## src/rtl/core/allc_pkg.sv

```systemverilog
// ----------------------------------------------------------------------------
// allc_pkg
// shared widths, code points, constants and types of the lux converter
// ----------------------------------------------------------------------------
package allc_pkg;

	// fraction bits of the illuminance result (6 to 16)
	localparam int FRAC_BITS = 10;

	// field widths
	localparam int RAW_W  = 16;
	localparam int GAIN_W = 2;
	localparam int TIME_W = 4;
	localparam int LUX_W  = 37;
	localparam int SH_W   = 4;

	// linear front end: scaled count, q32 product, q8 polynomial input
	localparam int SCL_W = RAW_W + 9;
	localparam int K_W   = 24;
	localparam int P_W   = SCL_W + K_W;
	localparam int X_W   = P_W - 24;
	localparam int LIN_W = P_W + 1 - (32 - FRAC_BITS);

	// horner cells
	localparam int OPD_W  = 29;
	localparam int PROD_W = X_W + 1 + OPD_W;
	localparam int ACC_W  = PROD_W + 1;
	localparam int COEF_W = 36;
	localparam int AMT_W  = 5;
	localparam int STEP_W = 2;
	localparam int N_STEP = 4;
	localparam int Y_W    = 53;
	localparam int Y_DROP = 24 - FRAC_BITS;

	// gain codes
	localparam logic [GAIN_W-1:0] GAIN_X1   = 2'd0;
	localparam logic [GAIN_W-1:0] GAIN_X2   = 2'd1;
	localparam logic [GAIN_W-1:0] GAIN_X1_8 = 2'd2;
	localparam logic [GAIN_W-1:0] GAIN_X1_4 = 2'd3;

	// integration time codes
	localparam logic [TIME_W-1:0] IT_100MS = 4'd0;
	localparam logic [TIME_W-1:0] IT_200MS = 4'd1;
	localparam logic [TIME_W-1:0] IT_400MS = 4'd2;
	localparam logic [TIME_W-1:0] IT_800MS = 4'd3;
	localparam logic [TIME_W-1:0] IT_50MS  = 4'd8;
	localparam logic [TIME_W-1:0] IT_25MS  = 4'd12;

	// horner step codes
	localparam logic [STEP_W-1:0] STEP_A = 2'd0;
	localparam logic [STEP_W-1:0] STEP_B = 2'd1;
	localparam logic [STEP_W-1:0] STEP_C = 2'd2;
	localparam logic [STEP_W-1:0] STEP_Y = 2'd3;

	// 0.0036 in q32
	localparam logic [K_W-1:0] K_LIN = 24'd15461882;
	// 1000 lux in q32
	localparam logic [P_W-1:0] THRESH = {{(P_W-10){1'b0}}, 10'd1000} << 32;
	localparam logic [P_W:0] LIN_HALF = {{P_W{1'b0}}, 1'b1} << (31 - FRAC_BITS);
	localparam logic [Y_W:0] Y_HALF   = {{Y_W{1'b0}}, 1'b1} << (23 - FRAC_BITS);

	// polynomial coefficients
	localparam logic signed [ACC_W-1:0]  C4_Q = 56'sd11092950;
	localparam logic signed [COEF_W-1:0] C3_Q = -36'sd2643726;
	localparam logic signed [COEF_W-1:0] C2_Q = 36'sd22936910578;
	localparam logic signed [COEF_W-1:0] C1_Q = 36'sd4304845721;

	typedef struct packed {
		logic ok;
		logic [SH_W-1:0] sh;
	} shift_t;

	// info that rides along with a request through the cells
	typedef struct packed {
		logic ok;
		logic corr;
		logic [LIN_W-1:0] lin;
	} side_t;

	typedef struct packed {
		logic [X_W-1:0] x;
		logic signed [ACC_W-1:0] acc;
		side_t side;
	} cell_t;

	function automatic logic [SH_W-1:0] gain_shift(input logic [GAIN_W-1:0] code);
		logic [SH_W-1:0] s;
		unique case (code)
			GAIN_X1:   s = 4'd1;
			GAIN_X2:   s = 4'd0;
			GAIN_X1_8: s = 4'd4;
			GAIN_X1_4: s = 4'd3;
			default:   s = 4'd0;
		endcase
		return s;
	endfunction

	function automatic shift_t time_shift(input logic [TIME_W-1:0] code);
		shift_t r;
		r.ok = 1'b1;
		unique case (code)
			IT_100MS: r.sh = 4'd3;
			IT_200MS: r.sh = 4'd2;
			IT_400MS: r.sh = 4'd1;
			IT_800MS: r.sh = 4'd0;
			IT_50MS:  r.sh = 4'd4;
			IT_25MS:  r.sh = 4'd5;
			default: begin
				r.ok = 1'b0;
				r.sh = 4'd0;
			end
		endcase
		return r;
	endfunction

	function automatic logic signed [COEF_W-1:0] step_coef(input logic [STEP_W-1:0] step);
		logic signed [COEF_W-1:0] c;
		unique case (step)
			STEP_A:  c = C3_Q;
			STEP_B:  c = C2_Q;
			STEP_C:  c = C1_Q;
			STEP_Y:  c = '0;
			default: c = '0;
		endcase
		return c;
	endfunction

	function automatic logic [AMT_W-1:0] step_pre(input logic [STEP_W-1:0] step);
		logic [AMT_W-1:0] a;
		unique case (step)
			STEP_A:  a = 5'd24;
			STEP_B:  a = 5'd8;
			STEP_C:  a = 5'd8;
			STEP_Y:  a = 5'd0;
			default: a = 5'd0;
		endcase
		return a;
	endfunction

	function automatic logic [AMT_W-1:0] step_post(input logic [STEP_W-1:0] step);
		logic [AMT_W-1:0] a;
		unique case (step)
			STEP_A:  a = 5'd0;
			STEP_B:  a = 5'd16;
			STEP_C:  a = 5'd16;
			STEP_Y:  a = 5'd0;
			default: a = 5'd0;
		endcase
		return a;
	endfunction

	function automatic logic step_clamp(input logic [STEP_W-1:0] step);
		logic c;
		unique case (step)
			STEP_A:  c = 1'b0;
			STEP_B:  c = 1'b1;
			STEP_C:  c = 1'b1;
			STEP_Y:  c = 1'b0;
			default: c = 1'b0;
		endcase
		return c;
	endfunction

endpackage

```

## src/rtl/core/allc_back.sv

```systemverilog
// ----------------------------------------------------------------------------
// allc_back
// result rounding, linear or corrected select, saturation and output register
// ----------------------------------------------------------------------------
module allc_back (
	input  logic clk,
	input  logic arst_n,
	input  logic in_valid,
	output logic in_rdy,
	input  allc_pkg::cell_t in_data,
	output logic lux_valid,
	input  logic lux_stall,
	output logic [allc_pkg::LUX_W-1:0] lux_fixed,
	output logic codes_ok,
	output logic corrected
);

	logic [allc_pkg::Y_W-1:0] y;
	logic [allc_pkg::Y_W:0] yr;
	logic [allc_pkg::LUX_W-1:0] lux;
	logic v_q;
	logic [allc_pkg::LUX_W-1:0] lux_q;
	logic ok_q;
	logic corr_q;

	always_comb begin
		y = in_data.acc[allc_pkg::Y_W-1:0];
		yr = ({1'b0, y} + allc_pkg::Y_HALF) >> allc_pkg::Y_DROP;
		if (!in_data.side.corr) begin
			lux = {{(allc_pkg::LUX_W-allc_pkg::LIN_W){1'b0}}, in_data.side.lin};
		end else if (|yr[allc_pkg::Y_W:allc_pkg::LUX_W]) begin
			lux = '1;
		end else begin
			lux = yr[allc_pkg::LUX_W-1:0];
		end
	end

	assign in_rdy = !v_q || !lux_stall;

	always_ff @(posedge clk or negedge arst_n) begin
		if (!arst_n) begin
			v_q <= 1'b0;
		end else if (in_rdy) begin
			v_q <= in_valid;
		end
	end

	always_ff @(posedge clk) begin
		if (in_rdy && in_valid) begin
			lux_q <= lux;
			ok_q <= in_data.side.ok;
			corr_q <= in_data.side.corr;
		end
	end

	assign lux_valid = v_q;
	assign lux_fixed = lux_q;
	assign codes_ok = ok_q;
	assign corrected = corr_q;

endmodule

```

## config.mk

```make
export PLATFORM = sky130hd
export DESIGN_NAME = allc_back
export DESIGN_NICKNAME = d
export VERILOG_FILES = /design/src/rtl/core/allc_pkg.sv /design/src/rtl/core/allc_back.sv
export SDC_FILE = /design/constraint.sdc
export NUM_CORES = 1
export LEC_CHECK = 0
export ABC_CLOCK_PERIOD_IN_PS = 3280
export BUFFER_PORTS_ARGS = -buffer_cell sky130_fd_sc_hd__buf_2
export CAP_MARGIN = 0
export CORE_ASPECT_RATIO = 0.5
export CORE_MARGIN = 10
export CORE_UTILIZATION = 48
export CTS_CLUSTER_SIZE = 28
export DETAILED_ROUTE_END_ITERATION = 12
export GPL_TIMING_DRIVEN = 0
export HOLD_SLACK_MARGIN = 0.02
export PLACE_DENSITY = 0.9
export SETUP_SLACK_MARGIN = 0.4
export SYNTH_ARGS = -nofsm -noshare
export SYNTH_HDL_FRONTEND = slang
export SYNTH_SLANG_ARGS = --single-unit
```

## constraint.sdc

```tcl
create_clock -name clk -period 3.28 [get_ports clk]
set_clock_uncertainty 0.15 [all_clocks]
set_input_delay 0.82 -clock clk [delete_from_list [all_inputs] [get_ports clk]]
set_output_delay 0.82 -clock clk [all_outputs]
set_load 0.005 [all_outputs]
```

Word-level counts from Yosys, hierarchy flattened. Index checks and enable logic that the tools add are counted.

Output and inout port bits: 41. Input port bits: 115. Logic and storage cells: 13. Register bits: 40.

Reductions and logical operators: 5. Mux-type cells: 2. $add $sub $neg: 1.

Operator list (number): adder 53 x 14 -> 54 bit (second input constant) (1); 2-to-1 mux 37 bit (1); 2-to-1 mux 28 bit (1); OR reduction 3 bit (1); logical NOT 1 bit (2); logical AND 1 bit (1); logical OR 1 bit (1).

Longest topological paths before layout.
Word-level depth: 4. Gate-level depth with buffers: 7. Mapped depth without buffers: 6.

Worst setup path before layout. OpenSTA, ideal clock, no wires.

Path kind: in2reg. Start point: input in_data[67] (netlist name). End point: register lux_q, in the netlist lux_fixed[2] (data pin). Stages: 6. Library setup time: 0.275 ns. Data arrival time: 2.645 ns. Data required time: 2.855 ns. Buffers on the path: 1. Slack: 0.210 ns. Cell sequence: nand4_2 -> or4_4 -> nor4b_4 -> mux2i_2 -> clkbuf_1 -> a31oi_2.

Word-level cells in the longest chain between the ends: 4.

RTL lines: start, declared (line allc_back.sv:10) `input allc_pkg::cell_t in_data,`; adder 53 x 14 -> 54 bit (line allc_back.sv:28) `yr = ({1'b0, y} + allc_pkg::Y_HALF) >> allc_pkg::Y_DROP;`; OR reduction 3 bit (line allc_back.sv:31) `end else if (|yr[allc_pkg::Y_W:allc_pkg::LUX_W]) begin`; 2-to-1 mux 37 bit (line allc_back.sv:31); 2-to-1 mux 28 bit (line allc_back.sv:29) `if (!in_data.side.corr) begin`; via lux (one bit) (line allc_back.sv:20) `logic [allc_pkg::LUX_W-1:0] lux;`; end signal, assigned (line allc_back.sv:50) `lux_q <= lux;`; end, declared (line allc_back.sv:22) `logic [allc_pkg::LUX_W-1:0] lux_q;`.

The timed path passes the listed nets, and every way through them passes these cells. A chain may end at the register's enable or synchronous reset.

Worst setup path in the final report.
Start point: input in_data[73] (netlist name). End point: register lux_q, in the netlist lux_fixed[26] (data pin).

Same word-level chain as after synthesis.

==> impl_metrics.csv <==
group,metric,value,unit
synth,synth_area_leaders,"edfxtp_1 (43%), a41oi_2 (12%), xnor2_1 (9.3%), nor2_1 (5.2%), nor3_1 (2.4%)",
worst_setup_path,crit_path_start_kind,"primary input",
global_route,grtUsageMet2,31.15,%
sta,slew_viol_final,0,
worst_setup_path,crit_slowest_cell,"or4_4",
worst_setup_path,critPathCaptureType,"register",
synth,yosys.cell_types.count,39,
placement,dp_slack,-101.9,ps
synth,synth_edf_count,39,
sta,fin_ws,323.6,ps
synth,ys.warnings.count,0,
sta,rsz0062_at_grt,"yes",
placement,placed_cell_area,3440,sq um
sta,worst_slew_pin_slew,910.8,ps
synth,synth_area_per_cell,11.16,sq um
placement,gp_congestion,0.8286,
route,post_drt_wl_per_cell,21.19,um
route,vias,2689,
clock_tree,cts-root-buf,"clkbuf_16",
sta,hold_viol,0,
cells_and_area,fin_area,3776,sq um
sta,fmax,338.3,MHz
pwr,ir_worst_vdd,208.7,uV
synth,synth-seq-cells,40,
worst_setup_path,critPathMaxStageDelay,540,ps
clock_tree,h-tree-depth,2,
floorplanning,die_area,9328,sq um
status,status,"finished clean",
synth,ys_seq_area_share,43.57,%
clock_tree,numCtsBuffers,5,
global_route,grtUsageMet1,17.73,%
clock_tree,path_clk_slew,60,ps
floorplanning,ios,156,
global_route,grt-ovfl-total,0,
synth,synth.largest_area_cell,"edfxtp_1",
global_route,use_met3,4.953,%
pwr,leakagePower,1.379,nW
synth,async_reset_ff_share,2.500,%
synth,synthCells,246,
worst_setup_path,crit_top_cell,"buf_12",
sta,period_share,90.13,%
floorplanning,rows,19,
sta,relSlewSlack,39.28,%
floorplanning,initial_utilization,49.77,%
worst_setup_path,criticalPathCategory,"in2reg",
pwr,p_total,1.353,mW
route,postRouteAntennaNets,0,
clock_tree,cts_buffer_depth,2,
global_route,grt_start_max_net_pins,40,
cells_and_area,utilization,68.47,%
synth,synth_top_area_share,42.66,%
min_path,hp-class,"in2async",
global_route,antenna_found_initial,0,
route,via_per_inst,5.989,
synth,ys.flop_type,"edfxtp_1",
floorplanning,die_x,127.0,um
clock_tree,cts_sinks,40,
global_route,grt_pass1_wl,12680,um
flow_run,cap_violations,0,
cells_and_area,layout-drive-gt1-share,46.28,%
global_route,gr-max-usage-layer,"met2",
sta,holdWs,155.7,ps
floorplanning,die_y,73.48,um
sta,tns,0,ps
worst_setup_path,path_max_fanout,10,
cells_and_area,final_cell_mix,"buf_2 (106), edfxtp_1 (39), nor2_1 (38)",
synth,synth_nets,362,
route,drc,0,
cells_and_area,diodes,0,
route,firstDrtPassIters,5,
cells_and_area,area_growth,37.56,%
placement,dp_cells,433,
worst_setup_path,cp.required,3120,ps
placement,portBuffers,114,
clock_tree,insertion_delay,280,ps
sta,finalCriticalPeriod,2956,ps
worst_setup_path,crit_chain,"buf_2, nand4_1, or4_4, nor4b_4, mux2i_4, buf_12, buf_12, a41oi_2",
pwr,power.density,358.4,nW/um^2
floorplanning,core_area,5515,sq um
global_route,first_global_vias,2531,
placement,dp_hpwl,6369,um
cells_and_area,instances_no_fill,449,
synth,syn_area,2745,sq um
cells_and_area,final_common_cell,"buf_2",
worst_setup_path,arrival,2790,ps
global_route,grt_use_total,16.72,%
route,wl,9515,um
route,drt_iter0_markers,241,
sta,finalSetupViolations,0,
clock_tree,cts_tree,"built",
cells_and_area,nets,491,
-- registers in the layout (all words and copies together), names as in the netlist --
register   cells
lux_fixed     37
codes_ok       1
corrected      1
lux_valid      1
-- cell families after synthesis --
logic type / Yosys count / synth area share (%)
fa+ha+maj: 1 / 0.4557
compound gates: 39 / 17.00
simple gates: 103 / 20.47
mux: 1 / 0.5013
buf+inv: 26 / 6.244
flops: 40 / 43.57
xor+xnor: 36 / 11.76
-- layout make-up --
cell class	instances	area (sq um)
Sequential cell	40	1196
Timing Repair Buffer	122	720.7
Clock inverter	1	5.005
Tap cell	73	91.34
Inverter	10	37.54
Fill cell	379	1739
Clock buffer	7	132.6
Buffer	16	161.4
Multi-Input combinational cell	180	1431
-- final timing paths --
check / startpoint / endpoint / slack, ps / cells past startpoint
max in group asynchronous: arst_n / lux_valid / 2740 / 1
min in group clk: lux_valid / lux_valid / 380 / 2
max: in_data[73] / lux_fixed[26] / 320 / 8
min: arst_n / lux_valid / 160 / 1
min reg2reg: lux_valid / lux_valid / 380 / 2
max reg2reg: lux_valid / lux_fixed[2] / 1520 / 2
-- Yosys cell counts (2+ instances only) --
master	instances
nor4_1	6
inv_1	9
nand2_1	10
xor2_1	6
dlygate4sd3_1	5
nand3_1	11
buf_6	4
a41oi_1	7
nor3_1	13
xnor2_1	29
nand4_1	8
clkbuf_1	2
edfxtp_1	39
a41oi_2	20
a31oi_1	10
buf_4	3
and4_1	5
nor2_1	38
-- report_power, final --
group          internal, mW  total (mW)  switching (mW)  leakage (nW)
Combinational         0.127       0.276           0.150         0.942
Sequential            0.599       0.605         0.00674         0.369
Clock                 0.281       0.472           0.191        0.0679
Total                  1.01        1.35           0.347          1.38
-- worst max-delay path: cells and delay by family --
kind / cells / cell delay (ps)
buf+inv: 3 / 410
simple gates: 3 / 1130
mux: 1 / 300
compound gates: 1 / 130
-- metal layers --
| metal | part of all wire, % | wire, um | vias up |
|---|---|---|---|
| met5 | 0 | 0 | - |
| met4 | 3.6 | 344 | 0 |
| met3 | 7.3 | 694 | 39 |
| met2 | 51 | 4863 | 166 |
| met1 | 38 | 3612 | 1281 |
| li1 | - | - | 1203 |
-- repair_timing --
action	4_1_cts	5_1_grt
buffers inserted	1	6
gates resized for setup	2	30
pin swaps	0	8
hold buffers	0	0
gates cloned	0	1
setup endpoints to repair	37	37
Power figures use the tool's default switching activity.
